**src/sv/tachometer_pulse_window_smoother_top_defines.svh**
```systemverilog
// ----------------------------------------------------------------------------
// tachometer pulse window smoother - assertion macros
// Shared assertion wrappers; empty when SYNTHESIS is defined.
// ----------------------------------------------------------------------------
`ifndef TACHOMETER_PULSE_WINDOW_SMOOTHER_TOP_DEFINES_SVH
`define TACHOMETER_PULSE_WINDOW_SMOOTHER_TOP_DEFINES_SVH

`ifndef SYNTHESIS
// checked outside reset
`define TPWS_ASSERT(lbl, prop) \
    lbl: assert property (@(posedge i_clk) disable iff (!i_rst_n) (prop)) \
        else $error("tpws assertion failed");
// checked during reset as well
`define TPWS_ASSERT_ALWAYS(lbl, prop) \
    lbl: assert property (@(posedge i_clk) (prop)) \
        else $error("tpws assertion failed");
`else
`define TPWS_ASSERT(lbl, prop)
`define TPWS_ASSERT_ALWAYS(lbl, prop)
`endif

`endif

```
**src/sv/tpws_pkg.sv**
```systemverilog
// ----------------------------------------------------------------------------
// tpws_pkg
// Types and constants shared by the tachometer smoother modules.
// ----------------------------------------------------------------------------
package tpws_pkg;

    // shared multiplier operand and product widths
    localparam int MUL_W  = 20;
    localparam int PROD_W = 2 * MUL_W;

    // divide by ten as multiply by reciprocal, exact for operands below 2**22
    localparam int              RECIP_SHIFT = 23;
    localparam logic [MUL_W-1:0] RECIP_TEN  = 20'd838861;

    // configuration register indexes
    localparam logic [7:0] CFG_LOCKOUT  = 8'd0;
    localparam logic [7:0] CFG_WINDOW   = 8'd1;
    localparam logic [7:0] CFG_RPP      = 8'd2;
    localparam logic [7:0] CFG_ZERO_WIN = 8'd3;

    // operation codes
    localparam logic OP_EDGE = 1'b0;
    localparam logic OP_TICK = 1'b1;

    // sequencer states
    typedef enum logic [5:0] {
        S_IDLE  = 6'b000001,
        S_RAW   = 6'b000010,
        S_BLEND = 6'b000100,
        S_QUOT  = 6'b001000,
        S_SHOW  = 6'b010000,
        S_EMIT  = 6'b100000
    } t_state;

    // request to the shared multiplier
    typedef struct packed {
        logic             en;
        logic [MUL_W-1:0] a;
        logic [MUL_W-1:0] b;
    } t_mul_req;

endpackage

```
**src/sv/tachometer_pulse_window_smoother_top.sv**
```systemverilog
// ----------------------------------------------------------------------------
// tachometer_pulse_window_smoother_top
// Pulse-counting tachometer with lockout, windowed rpm and smoothing.
// ----------------------------------------------------------------------------
// An edge item and a tick item that does not close the window leave the
// sequencer idle, ready for the next item. A tick that closes the window
// holds off the next item while the sequencer steps through accept, raw
// multiply, blend, floor to tens and emit, with a divide by ten after the
// blend when the new reading is blended with a nonzero smoothed value, and
// while it waits for the output register to empty; the one shared multiplier
// is used twice per closed window, or three times when blending.
// Input tuser carries the operation (0 edge, 1 tick).
`include "tachometer_pulse_window_smoother_top_defines.svh"

module tachometer_pulse_window_smoother_top (
    input  logic        i_clk,
    input  logic        i_rst_n,
    // input items
    input  logic        i_s_axis_tvalid,
    output logic        o_s_axis_tready,
    input  logic [31:0] i_s_axis_tdata,   // [31:0] timestamp_us
    input  logic        i_s_axis_tuser,   // [0] operation
    // result items
    output logic        o_m_axis_tvalid,
    input  logic        i_m_axis_tready,
    output logic [39:0] o_m_axis_tdata,   // [15:0] rpm_shown, [31:16] rpm_smoothed,
                                          // [39:32] window_pulses
    // configuration writes
    input  logic        i_cfg_valid,
    output logic        o_cfg_ready,
    input  logic [7:0]  i_cfg_index,
    input  logic [15:0] i_cfg_data
);
    import tpws_pkg::*;

    // configuration registers
    logic [15:0] r_lockout;
    logic [15:0] r_window;
    logic [9:0]  r_rpp;
    logic [3:0]  r_zero_win;

    // measurement state
    logic [31:0] r_last_edge, n_last_edge;
    logic [7:0]  r_pulses, n_pulses;
    logic [15:0] r_ticks, n_ticks;
    logic [15:0] r_smoothed, n_smoothed;
    logic [3:0]  r_run, n_run;
    logic [7:0]  r_win_pulses, n_win_pulses;
    t_state      r_state, n_state;

    // output register
    logic        r_out_valid, n_out_valid;
    logic [39:0] r_out_data, n_out_data;

    // shared multiplier
    t_mul_req          mul_req;
    logic [PROD_W-1:0] mul_prod;

    tpws_mul u_mul (
        .i_clk  (i_clk),
        .i_req  (mul_req),
        .o_prod (mul_prod)
    );

    logic        in_acc;
    logic        out_free;
    logic [31:0] gap;
    logic [15:0] ticks_inc;
    logic [15:0] raw;
    logic [3:0]  run_inc;
    logic [19:0] blend_sum;
    logic [15:0] quot;
    logic [15:0] shown;

    assign o_s_axis_tready = (r_state == S_IDLE);
    assign in_acc          = i_s_axis_tvalid && o_s_axis_tready;
    assign out_free        = !r_out_valid || i_m_axis_tready;
    assign o_cfg_ready     = 1'b1;

    // datapath helpers
    assign gap       = i_s_axis_tdata - r_last_edge;
    assign ticks_inc = (r_ticks == 16'hFFFF) ? r_ticks : r_ticks + 16'd1;
    assign raw       = (|mul_prod[17:16]) ? 16'hFFFF : mul_prod[15:0];
    assign run_inc   = (r_run == 4'hF) ? r_run : r_run + 4'd1;
    assign blend_sum = {3'b000, raw, 1'b0} + {4'b0000, raw}
                     + {1'b0, r_smoothed, 3'b000} - {4'b0000, r_smoothed};
    assign quot      = mul_prod[RECIP_SHIFT+15:RECIP_SHIFT];
    assign shown     = {quot[12:0], 3'b000} + {quot[14:0], 1'b0};

    // sequencer and state update
    always_comb begin
        n_state      = r_state;
        n_last_edge  = r_last_edge;
        n_pulses     = r_pulses;
        n_ticks      = r_ticks;
        n_smoothed   = r_smoothed;
        n_run        = r_run;
        n_win_pulses = r_win_pulses;
        n_out_valid  = r_out_valid && !i_m_axis_tready;
        n_out_data   = r_out_data;
        mul_req      = '0;
        case (r_state)
            S_IDLE: begin
                if (in_acc) begin
                    if (i_s_axis_tuser == OP_EDGE) begin
                        if (gap > {16'h0000, r_lockout}) begin
                            n_last_edge = i_s_axis_tdata;
                            if (r_pulses != 8'hFF) n_pulses = r_pulses + 8'd1;
                        end
                    end else if (ticks_inc >= r_window) begin
                        n_win_pulses = r_pulses;
                        n_pulses     = '0;
                        n_ticks      = '0;
                        n_state      = S_RAW;
                    end else begin
                        n_ticks = ticks_inc;
                    end
                end
            end
            S_RAW: begin
                mul_req.en = 1'b1;
                mul_req.a  = {12'h000, r_win_pulses};
                mul_req.b  = {10'h000, r_rpp};
                n_state    = S_BLEND;
            end
            S_BLEND: begin
                n_state = S_SHOW;
                if (r_smoothed == 16'h0000) begin
                    n_smoothed = raw;
                    n_run      = '0;
                end else if (raw == 16'h0000) begin
                    if (run_inc >= r_zero_win) begin
                        n_smoothed = '0;
                        n_run      = '0;
                    end else begin
                        n_run = run_inc;
                    end
                end else begin
                    n_run      = '0;
                    mul_req.en = 1'b1;
                    mul_req.a  = blend_sum;
                    mul_req.b  = RECIP_TEN;
                    n_state    = S_QUOT;
                end
            end
            S_QUOT: begin
                n_smoothed = quot;
                n_state    = S_SHOW;
            end
            S_SHOW: begin
                mul_req.en = 1'b1;
                mul_req.a  = {4'h0, r_smoothed};
                mul_req.b  = RECIP_TEN;
                n_state    = S_EMIT;
            end
            S_EMIT: begin
                if (out_free) begin
                    n_out_valid = 1'b1;
                    n_out_data  = {r_win_pulses, r_smoothed, shown};
                    n_state     = S_IDLE;
                end
            end
            default: n_state = S_IDLE;
        endcase
    end

    // control and measurement registers
    always_ff @(posedge i_clk) begin
        if (!i_rst_n) begin
            r_state     <= S_IDLE;
            r_last_edge <= '0;
            r_pulses    <= '0;
            r_ticks     <= '0;
            r_smoothed  <= '0;
            r_run       <= '0;
            r_out_valid <= 1'b0;
        end else begin
            r_state     <= n_state;
            r_last_edge <= n_last_edge;
            r_pulses    <= n_pulses;
            r_ticks     <= n_ticks;
            r_smoothed  <= n_smoothed;
            r_run       <= n_run;
            r_out_valid <= n_out_valid;
        end
    end

    // payload registers
    always_ff @(posedge i_clk) begin
        r_win_pulses <= n_win_pulses;
        r_out_data   <= n_out_data;
    end

    // configuration writes
    always_ff @(posedge i_clk) begin
        if (!i_rst_n) begin
            r_lockout  <= 16'd5000;
            r_window   <= 16'd500;
            r_rpp      <= 10'd360;
            r_zero_win <= 4'd3;
        end else if (i_cfg_valid && o_cfg_ready) begin
            case (i_cfg_index)
                CFG_LOCKOUT:  r_lockout  <= i_cfg_data;
                CFG_WINDOW:   r_window   <= i_cfg_data;
                CFG_RPP:      r_rpp      <= i_cfg_data[9:0];
                CFG_ZERO_WIN: r_zero_win <= i_cfg_data[3:0];
                default: ;
            endcase
        end
    end

    assign o_m_axis_tvalid = r_out_valid;
    assign o_m_axis_tdata  = r_out_data;

    // checks
    `TPWS_ASSERT(a_emit_loads, (r_state == S_EMIT) && out_free |=> o_m_axis_tvalid)
    `TPWS_ASSERT(a_close_clears, in_acc && (i_s_axis_tuser == OP_TICK)
        && (ticks_inc >= r_window) |=> (r_ticks == 16'h0000) && (r_pulses == 8'h00))
    `TPWS_ASSERT(a_smooth_idle, (r_state == S_IDLE) |=> $stable(r_smoothed))
    `TPWS_ASSERT(a_shown_floor, o_m_axis_tvalid |-> (o_m_axis_tdata[15:0]
        <= o_m_axis_tdata[31:16]) && (o_m_axis_tdata[31:16] - o_m_axis_tdata[15:0] < 16'd10))
    `TPWS_ASSERT_ALWAYS(a_rst_idle, !i_rst_n |=> (r_state == S_IDLE) && !o_m_axis_tvalid)

endmodule

```
**src/sv/tpws_mul.sv**
```systemverilog
// ----------------------------------------------------------------------------
// tpws_mul
// Shared unsigned multiplier with a registered product.
// ----------------------------------------------------------------------------
module tpws_mul (
    input  logic                      i_clk,
    input  tpws_pkg::t_mul_req        i_req,
    output logic [tpws_pkg::PROD_W-1:0] o_prod
);
    import tpws_pkg::*;

    logic [PROD_W-1:0] r_prod;

    // product register, loaded on request
    always_ff @(posedge i_clk) begin
        if (i_req.en) begin
            r_prod <= PROD_W'(i_req.a) * PROD_W'(i_req.b);
        end
    end

    assign o_prod = r_prod;

endmodule

```
**config.mk**
```make
export PLATFORM = sky130hd
export DESIGN_NAME = tachometer_pulse_window_smoother_top
export DESIGN_NICKNAME = d
export VERILOG_FILES = /design/src/sv/tpws_pkg.sv /design/src/sv/tachometer_pulse_window_smoother_top.sv /design/src/sv/tpws_mul.sv
export VERILOG_INCLUDE_DIRS = /design/src /design/src/sv
export SDC_FILE = /design/constraint.sdc
export NUM_CORES = 1
export LEC_CHECK = 0
export BUFFER_PORTS_ARGS = -buffer_cell sky130_fd_sc_hd__buf_2
export CORE_MARGIN = 10
export CORE_UTILIZATION = 55
export CTS_CLUSTER_SIZE = 30
export DETAILED_ROUTE_END_ITERATION = 10
export PLACE_DENSITY = 0.78
export SYNTH_ARGS = -nofsm -noshare
export SYNTH_HDL_FRONTEND = slang
export SYNTH_SLANG_ARGS = --single-unit
```
**constraint.sdc**
```tcl
create_clock -name i_clk -period 12.3 [get_ports i_clk]
set_input_delay 0 -clock i_clk [delete_from_list [all_inputs] [get_ports i_clk]]
set_output_delay 0 -clock i_clk [all_outputs]
set_load 0.02 [all_outputs]
```
==> flow_summary.toml <==
[sta]
finalSetupTns_ns = 0
finalMaxSlewViolations = 0
max_freq_mhz = 86.3
max_slew_margin = 0.258
timing.final.crit_share = 0.942
period_needed_ns = 11.59
hold_viol = 0
skew_ns = 0.0193
rsz0062_at_grt = "false"
setup_viol = 0
setup_ws_ns = 0.713
worstMarginPinSlew_ns = 1.11

[cts]
cts.sinks = 210
clk_pin_slew_worst_paths_ns = 0.07
clock_path_buffers = 3
clk_latency_ns = 0.54
cts_tree = "yes"
cts_buffers = 23
clock-root-buffer = "clkbuf_16"
htree_levels = 1

[worst_setup_path]
critPathRequiredTime_ns = 12.58
crit_cells = 37
ff2ff_path_depth = 37
crit_buf_inv = 7
slowest_stage = "fa_1"
end_kind = "flip-flop"
cp_top_family = "adder cells"
criticalPathCategory = "flip-flop to flip-flop"
max_stage_delay_ns = 0.58
cpMostUsedCell = "fa_1"
start_kind = "flip-flop"
crit_fanout = 16
crit_arrival_ns = 11.87

[power_and_ir_drop]
clockPowerShare = 0.330
p_sw_frac = 0.331
powerDensity_mw_per_mm2 = 81.4
p_int_uw = 1430
power.switching_uw = 706
pwr-share-comb = 0.322
ir_worst_vdd_uv = 96.3
seq_power_share = 0.348
cellLeakagePower_uw = 0.0130

[drt]
drt-pass1-iter-count = 5
wl_per_cell_um = 17.8
wl_mm = 58.6
ant_nets = 0
drc = 0
first_iter_violations = 1329
viasPerCell = 5.59
vias = 18400

[cells_and_area]
area_growth_pct = 10.7
drive_gt1_frac = 0.0667
nFillCells = 3504
finalNonFillerCells = 3297
nNetsFinal = 3358

[floorplanning]
io_pins = 105
dieHeight_um = 227
rows = 75
die_w_um = 227
dieArea_mm2 = 0.0517
initial_core_util = 0.560
fp.coreArea_mm2 = 0.0422

[synthesis]
synth_area_mm2 = 0.0236
yosysWarnings = 0
synth.area.top_cells = "fa_1 23%, ha_1 15%, dfxtp_1 11%"
synth_seq_cells = 210
avgSynthCellArea_um2 = 9.25
yosysSeqAreaShare = 0.212
synthArstFlopShare = 0
synth_edf_count = 81
synth-main-ff-cell = "dfxtp_1"
synth_top_area_cell = "fa_1"
synth.distinct_cells = 80
yosysTopAreaCellShare = 0.229
syn_inst = 2557

[run]
cap_violations = 0

[placed_design]
place.gp.congestion = 0.952
numPortBuffers = 102
dpl.hpwl_mm = 46.4
place_ws_ns = 0.826
dp.cells = 3203

[run_status]
status = "finished clean"

[min_path]
holdPathStages = 4
hold_class = "primary input to flip-flop"

[grt]
grt_pass1_wl_mm = 96.8
grt_pass1_vias = 19000
track_usage = 0.232
grt_overflow = 0
antenna_found_initial = 1
grt_max_degree = 93
cell families after synthesis:
logic type,count (synthesis),synth area share
XOR/XNOR,84,0.0311
AO/OA/AOI/OAI,426,0.121
multiplexers,83,0.0352
flip-flops,210,0.212
adder cells (fa/ha/maj),556,0.380
other,2,0.000318
AND/OR/NAND/NOR,623,0.127
buffers and inverters,573,0.0929
cell usage in the layout, fill, tap and decap left out, types with 21 or more instances in the layout:
cell | synthesis | final
a21o_1 | 47 | 47
buf_2 | 4 | 101
mux2i_1 | 82 | 82
a21oi_1 | 104 | 104
dlygate4sd3_1 | 0 | 51
xnor2_1 | 58 | 58
inv_1 | 501 | 501
clkbuf_16 | 0 | 24
nor3_1 | 27 | 27
nand2b_1 | 30 | 30
dfxtp_1 | 129 | 129
o21ai_0 | 88 | 86
conb_1 | 2 | 62
fa_1 | 270 | 270
nand4_1 | 21 | 21
nor2b_1 | 52 | 51
nor2_1 | 138 | 136
ha_1 | 286 | 286
xor2_1 | 26 | 26
edfxtp_1 | 81 | 81
nand3_1 | 43 | 43
nand2_1 | 218 | 218
power by group through the flow:
stage	sequential (uW)	combinational, uW	clock, uW
global route	742	769	743
floorplan	756	486	0
finish	742	687	703
detailed placement	757	664	0
CTS	742	684	715
global placement	756	647	0
cells in the mapped netlist, drive strengths merged, types with 18 or more instances:
master  count
ha        286
nand2     219
nor3       28
edfxtp     81
xor2       26
inv       501
nor2      139
a21o       47
o21ai      92
clkbuf     57
nand3      43
dfxtp     129
nor2b      52
xnor2      58
o211ai     20
fa        270
and2       18
nand4      21
mux2i      82
nand2b     30
a21oi     106
path summary, 6_finish.rpt:
path | startpoint | to | slack, ns
worst max-delay path | u_mul.o_prod[17] | u_mul.o_prod[37] | 0.71
worst min-delay path | i_cfg_index[1] | r_zero_win[1] | 0.03
worst max register to register | u_mul.o_prod[17] | u_mul.o_prod[37] | 0.71
worst min register to register | r_last_edge[20] | r_last_edge[20] | 0.46
worst register-to-register path, delay by kind of cell, from the launching register on:
kind | cells | cell delay [ns]
adder cells (fa/ha/maj) | 11 | 5.20
AO/OA/AOI/OAI | 13 | 3.75
AND/OR/NAND/NOR | 4 | 1.12
buffers and inverters | 7 | 0.50
flip-flops | 1 | 0.37
XOR/XNOR | 2 | 0.35
through the flow:
step / hold WS, ns / utilization / power [uW] / area [um^2]
global route: 0.0145 / 0.620 / 2250 / 26200
CTS: 0.0124 / 0.620 / 2140 / 26200
detailed placement: 0.270 / 0.590 / 1420 / 24900
floorplan: 0.125 / - / 1240 / 23900
finish: 0.0321 / 0.620 / 2130 / 26200
global placement: 0.261 / 0.590 / 1400 / 24900
flip-flops by register name, summed over array words and instances, names as in the netlist:
register         cells
o_m_axis_tdata      39
r_rpp               10
r_win_pulses         8
o_m_axis_tvalid      1
r_pulses             8
r_zero_win           4
r_window            16
r_last_edge         32
u_mul.o_prod        34
r_run                4
r_lockout           16
r_smoothed          16
r_state              6
r_ticks             16
what timing repair did:
item | CTS | global route
setup buffers | 0 | 0
hold buffers | 51 | 0
setup endpoints to repair | 0 | 2
gates resized for setup | 0 | 1
endpoints found under the hold margin | 81 | 0
area by class of cell:
| type | instances | area (um^2) | area share |
|---|---|---|---|
| Multi-Input combinational cell | 1834 | 16700 | 0.638 |
| Sequential cell | 210 | 5010 | 0.192 |
| Inverter | 501 | 1880 | 0.0718 |
| Timing Repair Buffer | 170 | 1150 | 0.0440 |
| Tap cell | 539 | 674 | 0.0258 |
| Clock buffer | 31 | 637 | 0.0243 |
| Clock inverter | 11 | 128 | 0.00487 |
| Antenna cell | 1 | 2.50 | 0.0000956 |
routing by layer:
| layer | up-vias | global-route usage | routed length, um |
|---|---|---|---|
| li1 | 8768 | - | - |
| met1 | 9009 | 0.306 | 25100 |
| met2 | 554 | 0.389 | 28100 |
| met3 | 103 | 0.0336 | 3630 |
| met4 | 0 | 0.0709 | 1800 |
| met5 | - | 0 | 0 |
No activity file was read; power rests on OpenSTA's default activity.
